[src/bba_pkg.sv]
// ----------------------------------------------------------------------------
// bba_pkg
// Shared types and constants of the bitmap block allocator: sizes, mode
// codes, controller states and the command/status bundles.
// ----------------------------------------------------------------------------
package bba_pkg;

	localparam int NUM_BLOCKS = 32768;
	localparam int BS_LOG2    = 12;
	localparam int ADDR_W     = 32;
	localparam int FIRST_W    = ADDR_W - BS_LOG2;
	localparam int BLK_W      = $clog2(NUM_BLOCKS);
	localparam int CNT_W      = 16;
	localparam int WORD_W     = 32;
	localparam int WORDS      = NUM_BLOCKS / WORD_W;
	localparam int WORD_AW    = $clog2(WORDS);
	localparam int MODE_W     = 3;
	localparam int PADDR_W    = 3;

	localparam logic [MODE_W-1:0] MODE_INIT    = 3'd0;
	localparam logic [MODE_W-1:0] MODE_RFREE   = 3'd1;
	localparam logic [MODE_W-1:0] MODE_RRSV    = 3'd2;
	localparam logic [MODE_W-1:0] MODE_ALLOC   = 3'd3;
	localparam logic [MODE_W-1:0] MODE_FREE    = 3'd4;
	localparam logic [MODE_W-1:0] MODE_TEST    = 3'd5;

	localparam logic [CNT_W-1:0] TOTAL_RESET = CNT_W'(NUM_BLOCKS);

	typedef enum logic [3:0] {
		ST_CLEAR,
		ST_IDLE,
		ST_DISPATCH,
		ST_FILL,
		ST_MARK_RD,
		ST_MARK_WR,
		ST_ZERO_RD,
		ST_ZERO_WR,
		ST_SCAN_RD,
		ST_SCAN_STEP,
		ST_ALLOC_MARK,
		ST_TEST_RD,
		ST_TEST_CAP,
		ST_DONE
	} bba_state_t;

	typedef struct packed {
		logic load;
		logic fill_we;
		logic word_ld_start;
		logic word_clr;
		logic rd_en;
		logic mark_wr;
		logic zero_wr;
		logic test_cap;
		logic scan_step;
		logic alloc_set;
		logic init_count;
		logic finish;
	} bba_cmd_t;

	typedef struct packed {
		logic [MODE_W-1:0] mode;
		logic fill_last;
		logic mark_last;
		logic mark_empty;
		logic tot_nz;
		logic alloc_reject;
		logic test_in_range;
		logic scan_found;
		logic scan_stop;
		logic byte_last;
		logic word_last;
		logic out_busy;
	} bba_stat_t;

endpackage

[src/bba_ctrl.sv]
// ----------------------------------------------------------------------------
// bba_ctrl
// Controller: sequences the clear pass, mode dispatch, word read-modify-write
// passes, the first-fit scan and the result handoff.
// ----------------------------------------------------------------------------
module bba_ctrl import bba_pkg::*; (
	input  logic      clk,
	input  logic      arst_n,
	input  logic      req_valid,
	output logic      req_ready,
	input  bba_stat_t stat,
	output bba_cmd_t  cmd
);

	bba_state_t state_q, state_d;

	always_ff @(posedge clk or negedge arst_n) begin
		if (!arst_n) begin
			state_q <= ST_CLEAR;
		end else begin
			state_q <= state_d;
		end
	end

	// next state
	always_comb begin
		state_d = state_q;
		case (state_q)
			ST_CLEAR: begin
				if (stat.fill_last) state_d = ST_IDLE;
			end
			ST_IDLE: begin
				if (req_valid) state_d = ST_DISPATCH;
			end
			ST_DISPATCH: begin
				case (stat.mode)
					MODE_INIT: state_d = ST_FILL;
					MODE_RFREE, MODE_RRSV, MODE_FREE: begin
						if (!stat.mark_empty) state_d = ST_MARK_RD;
						else if (stat.mode == MODE_RFREE && stat.tot_nz) state_d = ST_ZERO_RD;
						else state_d = ST_DONE;
					end
					MODE_ALLOC: state_d = stat.alloc_reject ? ST_DONE : ST_SCAN_RD;
					MODE_TEST: state_d = stat.test_in_range ? ST_TEST_RD : ST_DONE;
					default: state_d = ST_DONE;
				endcase
			end
			ST_FILL: begin
				if (stat.fill_last) state_d = ST_DONE;
			end
			ST_MARK_RD: state_d = ST_MARK_WR;
			ST_MARK_WR: begin
				if (!stat.mark_last) state_d = ST_MARK_RD;
				else if (stat.mode == MODE_RFREE && stat.tot_nz) state_d = ST_ZERO_RD;
				else state_d = ST_DONE;
			end
			ST_ZERO_RD: state_d = ST_ZERO_WR;
			ST_ZERO_WR: state_d = ST_DONE;
			ST_SCAN_RD: state_d = ST_SCAN_STEP;
			ST_SCAN_STEP: begin
				if (stat.scan_found) state_d = ST_ALLOC_MARK;
				else if (stat.scan_stop) state_d = ST_DONE;
				else if (stat.byte_last && stat.word_last) state_d = ST_DONE;
				else if (stat.byte_last) state_d = ST_SCAN_RD;
			end
			ST_ALLOC_MARK: state_d = ST_MARK_RD;
			ST_TEST_RD: state_d = ST_TEST_CAP;
			ST_TEST_CAP: state_d = ST_DONE;
			ST_DONE: begin
				if (!stat.out_busy) state_d = ST_IDLE;
			end
			default: state_d = ST_IDLE;
		endcase
	end

	// outputs
	always_comb begin
		cmd = '0;
		req_ready = 1'b0;
		case (state_q)
			ST_CLEAR: cmd.fill_we = 1'b1;
			ST_IDLE: begin
				req_ready = 1'b1;
				cmd.load = req_valid;
			end
			ST_DISPATCH: begin
				case (stat.mode)
					MODE_INIT: cmd.init_count = 1'b1;
					MODE_RFREE, MODE_RRSV, MODE_FREE: begin
						if (!stat.mark_empty) cmd.word_ld_start = 1'b1;
						else cmd.word_clr = 1'b1;
					end
					MODE_TEST: cmd.word_ld_start = 1'b1;
					default: cmd = '0;
				endcase
			end
			ST_FILL: cmd.fill_we = 1'b1;
			ST_MARK_RD, ST_ZERO_RD, ST_SCAN_RD, ST_TEST_RD: cmd.rd_en = 1'b1;
			ST_MARK_WR: begin
				cmd.mark_wr = 1'b1;
				cmd.word_clr = stat.mark_last;
			end
			ST_ZERO_WR: cmd.zero_wr = 1'b1;
			ST_SCAN_STEP: begin
				cmd.scan_step = 1'b1;
				cmd.alloc_set = stat.scan_found;
			end
			ST_ALLOC_MARK: cmd.word_ld_start = 1'b1;
			ST_TEST_CAP: cmd.test_cap = 1'b1;
			ST_DONE: cmd.finish = !stat.out_busy;
			default: cmd = '0;
		endcase
	end

endmodule

[config.mk]
export PLATFORM = sky130hd
export DESIGN_NAME = bba_ctrl
export DESIGN_NICKNAME = d
export VERILOG_FILES = /design/src/bba_pkg.sv /design/src/bba_ctrl.sv
export SDC_FILE = /design/constraint.sdc
export NUM_CORES = 1
export LEC_CHECK = 0
export CORE_MARGIN = 1.5
export CORE_UTILIZATION = 45
export CTS_CLUSTER_SIZE = 16
export DETAILED_ROUTE_END_ITERATION = 8
export DONT_BUFFER_PORTS = 1
export SYNTH_ARGS = -nofsm -noshare
export SYNTH_HDL_FRONTEND = slang
export SYNTH_SLANG_ARGS = --single-unit
[constraint.sdc]
create_clock -name clk -period 2.5 [get_ports clk]
set_input_delay 0.5 -clock clk [delete_from_list [all_inputs] [get_ports clk]]
set_output_delay 0.5 -clock clk [all_outputs]
set_load 0.02 [all_outputs]
======== After elaboration in Yosys (flattened, before gate mapping) ========
Index checks and enable logic that the tools add are counted.
storage, ports and cells
  register bits ........................... 4
  bits in latches ......................... 0
  bits in writable memories ............... 0
  ROM bits ................................ 0
  bits of input ports ..................... 17
  output and inout port bits .............. 13
  memories ................................ 0
cells by class
  add/sub/neg operators ................... 0
  $mul .................................... 0
  divide/modulo/power cells ............... 0
  $lt $le $gt $ge ......................... 0
  equal/unequal tests ..................... 23
  shifts and indexed selects .............. 0
  muxes and demuxes ....................... 32
  bitwise logic cells ..................... 0
  reductions and logical operators ........ 10
operators with widths
  operator                                                          number
  4-bit case mux with 13 select lines                               1
  4-bit two-way mux                                                 11
  4-bit == test (second input constant)                             6
  4-bit by 3-bit == test with 1-bit output (second input constant)  4
  4-bit case mux with 4 select lines                                1
  1-bit two-way mux                                                 13
  4-bit by 2-bit == test with 1-bit output (second input constant)  2
  2-bit inequality test (second input constant)                     4
  3-bit by 2-bit == test with 1-bit output (second input constant)  2
  3-bit == test (second input constant)                             2
  3-bit two-way mux                                                 2
  1-bit case mux with 2 select lines                                3
  5-bit inequality test (second input constant)                     1
  5-bit AND reduction                                               1
  4-bit by 1-bit == test with 1-bit output (second input constant)  1
  4-bit logical NOT                                                 1
  2-bit OR reduction                                                2
  4-bit OR reduction                                                1
  3-bit by 1-bit == test with 1-bit output (second input constant)  1
  3-bit logical NOT                                                 1
  3-bit OR reduction                                                1
  1-bit logical AND                                                 2
  2-bit two-way mux                                                 1
  1-bit logical NOT                                                 1

======== Depth between registers and ports, before layout ========
Gate-level depths: netlist (run 1).
  depth after elaboration ................. 6
  gate-level depth with buffers ........... 7

======== Worst setup path before layout (run 1) ========
OpenSTA, ideal clock, no wires.
  kind .................................... register -> output
  from .................................... register state_q[0]
  to ...................................... output cmd[1] (netlist bit)
  arrival time ............................ 1,611 ps
  data required time ...................... 2,000 ps
  setup slack ............................. 389 ps
  cell stages (with the launch flop) ...... 3
  path buffers ............................ 0
  path through ............................ dfrtp_1 or4b_4 nor4_1
RTL lines
  item                      RTL line        text
  start: declaration        bba_ctrl.sv:15  bba_state_t state_q, state_d;
  start signal: assignment  bba_ctrl.sv:21  state_q <= state_d;
  end: declaration          bba_ctrl.sv:12  output bba_cmd_t cmd

==> results of run 1 <==
[layer usage]
| layer | share of wire, % | vias up |
|---|---|---|
| met4 | 0.76 | 0 |
| li1 | - | 400 |
| met5 | 0 | - |
| met1 | 46 | 345 |
| met2 | 47 | 26 |
| met3 | 5.5 | 2 |
[what timing repair did]
action	in CTS	in global routing
hold endpoints to repair	4	0
hold buffers	1	0
gates resized for setup	0	0
[placed cells by master, fill, tap and decap left out, types with 3 or more instances in the layout]
cell / instances
a311oi_1: 3
a21oi_1: 4
nand2_1: 11
nand3_1: 3
inv_1: 6
buf_4: 6
o21ai_1: 6
nor3_1: 7
dfrtp_1: 4
a211oi_1: 4
nor2_1: 11
clkbuf_4: 3
o21ai_0: 8
nand2b_1: 5
[cell type report]
cell class,count,area (sq um),share of cell area (%)
Multi-Input combinational cell,89,554,71.6
Sequential cell,4,100,12.9
Timing Repair Buffer,7,55.1,7.11
Clock buffer,3,22.5,2.91
Inverter,6,22.5,2.91
Tap cell,16,20.0,2.58
[where the power goes]
| group | switching, mW | total, mW | internal [mW] |
|---|---|---|---|
| clock | 0.0209 | 0.0742 | 0.0533 |
| combinational | 0.372 | 0.634 | 0.261 |
| sequential | 0.0776 | 0.174 | 0.0961 |
[cells by family (layout without fill, tap and decap cells)]
kind of cell / Yosys count / count (layout) / share of synthesized area (%)
flip-flops: 4 / 4 / 13.7
AND/OR/NAND/NOR: 49 / 49 / 35.8
multiplexers: 2 / 2 / 2.90
buffers and inverters: 14 / 16 / 10.8
XOR/XNOR: 1 / 1 / 1.19
AO/OA/AOI/OAI: 36 / 36 / 34.3
adder cells (fa/ha/maj): 1 / 1 / 1.37
[worst paths after layout]
| path | from | endpoint | slack (ns) |
|---|---|---|---|
| setup reg to reg | state_q[0] | state_q[1] | 0.55 |
| max in group asynchronous | arst_n | state_q[3] | 1.79 |
| setup / recovery | state_q[0] | cmd[1] | 0.24 |
| hold / removal | stat[0] | state_q[2] | 0.53 |
| hold reg to reg | state_q[1] | state_q[1] | 0.73 |
| min in group asynchronous | arst_n | state_q[1] | 0.54 |
[through the flow]
step / total power [mW] / hold slack (ns)
final: 0.882 / 0.532
after CTS: 0.883 / 0.527
after floorplan: 0.715 / 0.204
after global routing: 0.963 / 0.540
after detailed placement: 0.802 / 0.205
after global placement: 0.789 / 0.205
==> results.md, run 1 <==
* Status: finished, final reports clean
* Post-route DRC at 0
* Number of buffers created by CTS at 3
* Synth-to-Final Area Change at 5.63%
* Synthesized area at 733 sq um
* GRT met2 Usage at 34.3%
* Slew Limit Fails at 0
* CTS tree: built
* Post-synth top cells: nand2_1 (11), nor2_1 (11), o21ai_0 (8), nor3_1 (7)
* Static leakage at 0.308 nW
* Stages on worst setup path at 3
* Grt ovf at 0
* Worst EP required at 2.00 ns
* Max Cap Viol at 0
* Row cnt at 14
* Worst slack at placement at 0.474 ns
* CP peak stage delay at 0.64 ns
* Worst Hold Class: primary input to flop
* Biggest regs: state_q: 4 flops
* Synthesis warning total at 0
* Fmax at 442 MHz
* First-pass GRT wire length at 3030 microns
* CTS Root Cell: clkbuf_4
* Fin Clk Skew at 0.00168 ns
* GRT Util Overall at 20.7%
* CTS sink cnt at 4
* Drt pass-1 iters at 4
* # IOs at 30
* Placed instance count at 121
* Deepest clock path buffer count at 2
* Port bufs at 0
* Most Used Layer, Global Route: met2
* Initial core utilization at 48.1%
* Max rail drop VDD at 742 uV
* Syn_nets at 124
* Clock-pin slew on the worst setup and hold paths at 0.03 ns
* Met3 usage at 3.75%
* Critical-path top delay cell: or4b_4
* CP max FO at 15
* Clock latency on the worst-skew pair at 0.22 ns
* Hold Vio Cnt, Final at 0
* Util after Layout at 50.8%
* Share of cells above drive strength 1 at 14.7%
* Relative slew slack at 57.6%
* Buf+Inv Stages, Crit Path at 1
* Asr flop ratio synth at 100%
* Final #Nets at 128
* Yosys top cell by area: dfrtp_1
* Top reg by flops: state_q
* Starting DRT DRC Count at 16
* Critical path's top delay family: simple AND/OR/NAND/NOR gates
* Pwr/cell area at 1140 nW/um^2
* Non-filler cells, final at 125
* Cells on Worst Hold Path at 2
* Critical Path AT at 1.76 ns
* Routability congestion estimate at 0.752
* Drt wl/cell at 14.6 microns
* Number of synthesized flops with an enable pin at 0
* Final period util at 90.6%
* Via Count at 773
* Cells after Synth at 107
* Placeable Area at 1520 sq um
* Worst path cell trace: or4b_4 -> nor4_1 -> buf_4
* Pin count of the biggest net entering global routing at 18
* M1 GR Usage at 27.8%
* RSZ-0062 raised after global routing: false
* Die Y at 43.4 microns
* Top cell type's share of synthesized area at 13.7%
* CP Launch Type: flop
* Worst-Margin Slew at 0.631 ns
* Area contributors post-synth: dfrtp_1 (14%), nand2_1 (5.6%), nor2_1 (5.6%), o21ai_0 (5.5%), nor3_1 (4.8%)
* Fin Setup TNS at 0 ns
* Via count of the first global-routing pass at 726
* Reg2reg path depth at 5
* Ant diodes at 0
* Worst setup EP type: primary output
* Fillers at 178
* Post-route cell area at 774 sq um
* Htree depth at 1
* Top FF cell, synth: dfrtp_1
* Die area at 1880 sq um
* Antenna violations before repair at 0
* Total Wirelength at 1830 microns
* WS Path Type: flop to primary output
* Setup violations, final at 0
* Post-synth cell types at 39
* Syn_area_per_cell at 6.85 sq um
* Synth Register Bits at 4
* Post-CTS setup buffer count at 0
* Post-synthesis sequential area ratio at 13.7%
* Final worst slack at 0.236 ns
* ANT nets after route at 0
* Die X at 43.4 microns
* Max reg flops at 4
* Area after DPL at 742 sq um
* Detailed Place HPWL at 1450 microns
* Vias per inst at 6.18
* Post-route minimum period at 2.26 ns
No activity file was read; power rests on OpenSTA's default activity.
==> run 2: changes to the inputs <==
--- a/config.mk
+++ b/config.mk
@@ -5,6 +5,7 @@
 export SDC_FILE = /design/constraint.sdc
 export NUM_CORES = 1
 export LEC_CHECK = 0
+export CORE_ASPECT_RATIO = 1.1
 export CORE_MARGIN = 1.5
 export CORE_UTILIZATION = 45
 export CTS_CLUSTER_SIZE = 16
==> run 2 against run 1 <==
Compared with the run above: register-to-register slack improved by 0.08 ns; combinational power up 2%; via count is 0.65% higher; utilization grew 0.073 points; sequential cell count unchanged; clock skew about the same; cell count grew 1.6%; die area barely moved; sequential power down 13%; critical path type unchanged.
==> results.md, run 2 (same netlist as run 1, synthesis figures left out) <==
* Critical Path AT at 1.73 ns (was 1.76 ns)
* Biggest regs: state_q: 4 flops (unchanged)
* Drt wl/cell at 13.7 microns (was 14.6 microns)
* Hold Vio Cnt, Final at 0 (unchanged)
* Relative slew slack at 57.8% (was 57.6%)
* Ant diodes at 0 (unchanged)
* Multi-input gate area at 554 sq um (unchanged)
* Post-route DRC at 0 (unchanged)
* CP Launch Type: flop (unchanged)
* Pin count of the biggest net entering global routing at 17 (was 18)
* Die Y at 45.3 microns (was 43.4 microns)
* WS Path Type: flop to primary output (unchanged)
* Via Count at 778 (was 773)
* Placeable Area at 1540 sq um (was 1520 sq um)
* Max reg flops at 4 (unchanged)
* Worst setup EP type: primary output (unchanged)
* Post-CTS setup buffer count at 0 (unchanged)
* Routability congestion estimate at 0.806 (was 0.752)
* Sequential Area at 100 sq um (unchanged)
* Drt pass-1 iters at 3 (was 4)
* Vias per inst at 6.13 (was 6.18)
* Clock latency on the worst-skew pair at 0.24 ns (was 0.22 ns)
* Resized Gates After CTS at 0 (unchanged)
* Fin Clk Skew at 0.00142 ns (was 0.00168 ns)
* Worst-Margin Slew at 0.629 ns (was 0.631 ns)
* CTS Root Cell: clkbuf_4 (unchanged)
* Critical-path top delay cell: or4b_4 (unchanged)
* Static leakage at 0.313 nW (was 0.308 nW)
* Number of buffers created by CTS at 3 (unchanged)
* Deepest clock path buffer count at 2 (unchanged)
* Pwr/cell area at 1120 nW/um^2 (was 1140 nW/um^2)
* Clock-pin slew on the worst setup and hold paths at 0.04 ns (was 0.03 ns)
* # IOs at 30 (unchanged)
* Setup violations, final at 0 (unchanged)
* Max Cap Viol at 0 (unchanged)
* CTS tree: built (unchanged)
* Port bufs at 0 (unchanged)
* Row cnt at 15 (was 14)
* First-pass GRT wire length at 2980 microns (was 3030 microns)
* Final period util at 89.2% (was 90.6%)
* Fmax at 449 MHz (was 442 MHz)
* Worst Hold Class: primary input to flop (unchanged)
* Worst EP required at 2.00 ns (about the same)
* GRT Util Overall at 20.7% (about the same)
* Via count of the first global-routing pass at 714 (was 726)
* Slew Limit Fails at 0 (unchanged)
* CP peak stage delay at 0.59 ns (was 0.64 ns)
* Max rail drop VDD at 434 uV (was 742 uV)
* CTS sink cnt at 4 (unchanged)
* Worst path cell trace: or4b_4 -> nor4_1 -> buf_4 (unchanged)
* Status: finished, final reports clean (unchanged)
* Die area at 1880 sq um (about the same)
* Antenna violations before repair at 0 (unchanged)
* Post-route minimum period at 2.23 ns (was 2.26 ns)
* Synth-to-Final Area Change at 6.83% (was 5.63%)
* Final hold slack at 0.476 ns (was 0.532 ns)
* Initial core utilization at 47.6% (was 48.1%)
* Share of cells above drive strength 1 at 15.5% (was 14.7%)
* Die X at 41.5 microns (was 43.4 microns)
* ANT nets after route at 0 (unchanged)
* Fillers at 170 (was 178)
* Final #Nets at 129 (was 128)
* Detailed Place HPWL at 1410 microns (was 1450 microns)
* Fin Setup TNS at 0 ns (unchanged)
* CP max FO at 16 (was 15)
* Top reg by flops: state_q (unchanged)
* Commonest non-fill, non-tap cells in the layout: nor2_1 (11), nand2_1 (11), o21ai_0 (8) (unchanged)
* Starting DRT DRC Count at 21 (was 16)
* Htree depth at 1 (unchanged)
* Grt ovf at 0 (unchanged)
* RSZ-0062 raised after global routing: false (unchanged)
* Total Wirelength at 1750 microns (was 1830 microns)
==> run 2: changes by cell type in the layout (fill, tap and decap cells not counted), sizes merged <==
cell	change
buf	+1
==> run 2: per-layer routing <==
| layer | global-route usage (%) | part of all wire [%] |
|---|---|---|
| met4 | 3.87 | 0 |
| met1 | 24.9 | 43 |
| met3 | 6.80 | 5.6 |
| met5 | 0 | 0 |
| met2 | 36.6 | 52 |
==> run 2: layout make-up <==
type / instances / area share [%]
Clock buffer: 3 / 2.88
Inverter: 6 / 2.88
Multi-Input combinational cell: 89 / 70.8
Sequential cell: 4 / 12.8
Tap cell: 17 / 2.72
Timing Repair Buffer: 8 / 7.99
==> run 2: per-stage QoR <==
stage / total power, mW / worst slack, ns / util, % / cells / area, sq um
floorplan: 0.715 / 0.389 / - / 107 / 733
global placement: 0.799 / 0.532 / 48.8 / 123 / 751
detailed placement: 0.797 / 0.538 / 48.8 / 123 / 751
CTS: 0.886 / 0.269 / 50.9 / 127 / 783
global route: 0.967 / 0.173 / 50.9 / 127 / 783
finish: 0.880 / 0.270 / 50.9 / 127 / 783
==> run 2: path summary, 6_finish.rpt <==
check / start / end / slack, ns / depth (start not counted)
worst max-delay path: state_q[2] / cmd[1] / 0.27 / 3
worst min-delay path: stat[0] / state_q[2] / 0.48 / 2
worst max register to register: state_q[3] / state_q[0] / 0.63 / 6
worst min register to register: state_q[0] / state_q[0] / 0.71 / 2
max in group asynchronous: arst_n / state_q[1] / 1.80 / 1
min in group asynchronous: arst_n / state_q[3] / 0.53 / 1
==> run 2: repair_timing <==
item / CTS / global route
hold buffers: 1 / 0
hold endpoints to repair: 4 / 0
setup endpoints to repair: 0 / 0
==> run 2: worst max-delay path, delay by kind of cell (launching register included) <==
kind,cells,cell delay (ns)
simple gates,2,0.77
buf+inv,1,0.19
flops,1,0.53
==> run 2: power breakdown <==
| part | switching (mW) | internal, mW |
|---|---|---|
| Clock | 0.0287 | 0.0538 |
| Sequential | 0.0557 | 0.0966 |
| Combinational | 0.375 | 0.270 |
| Total | 0.459 | 0.421 |
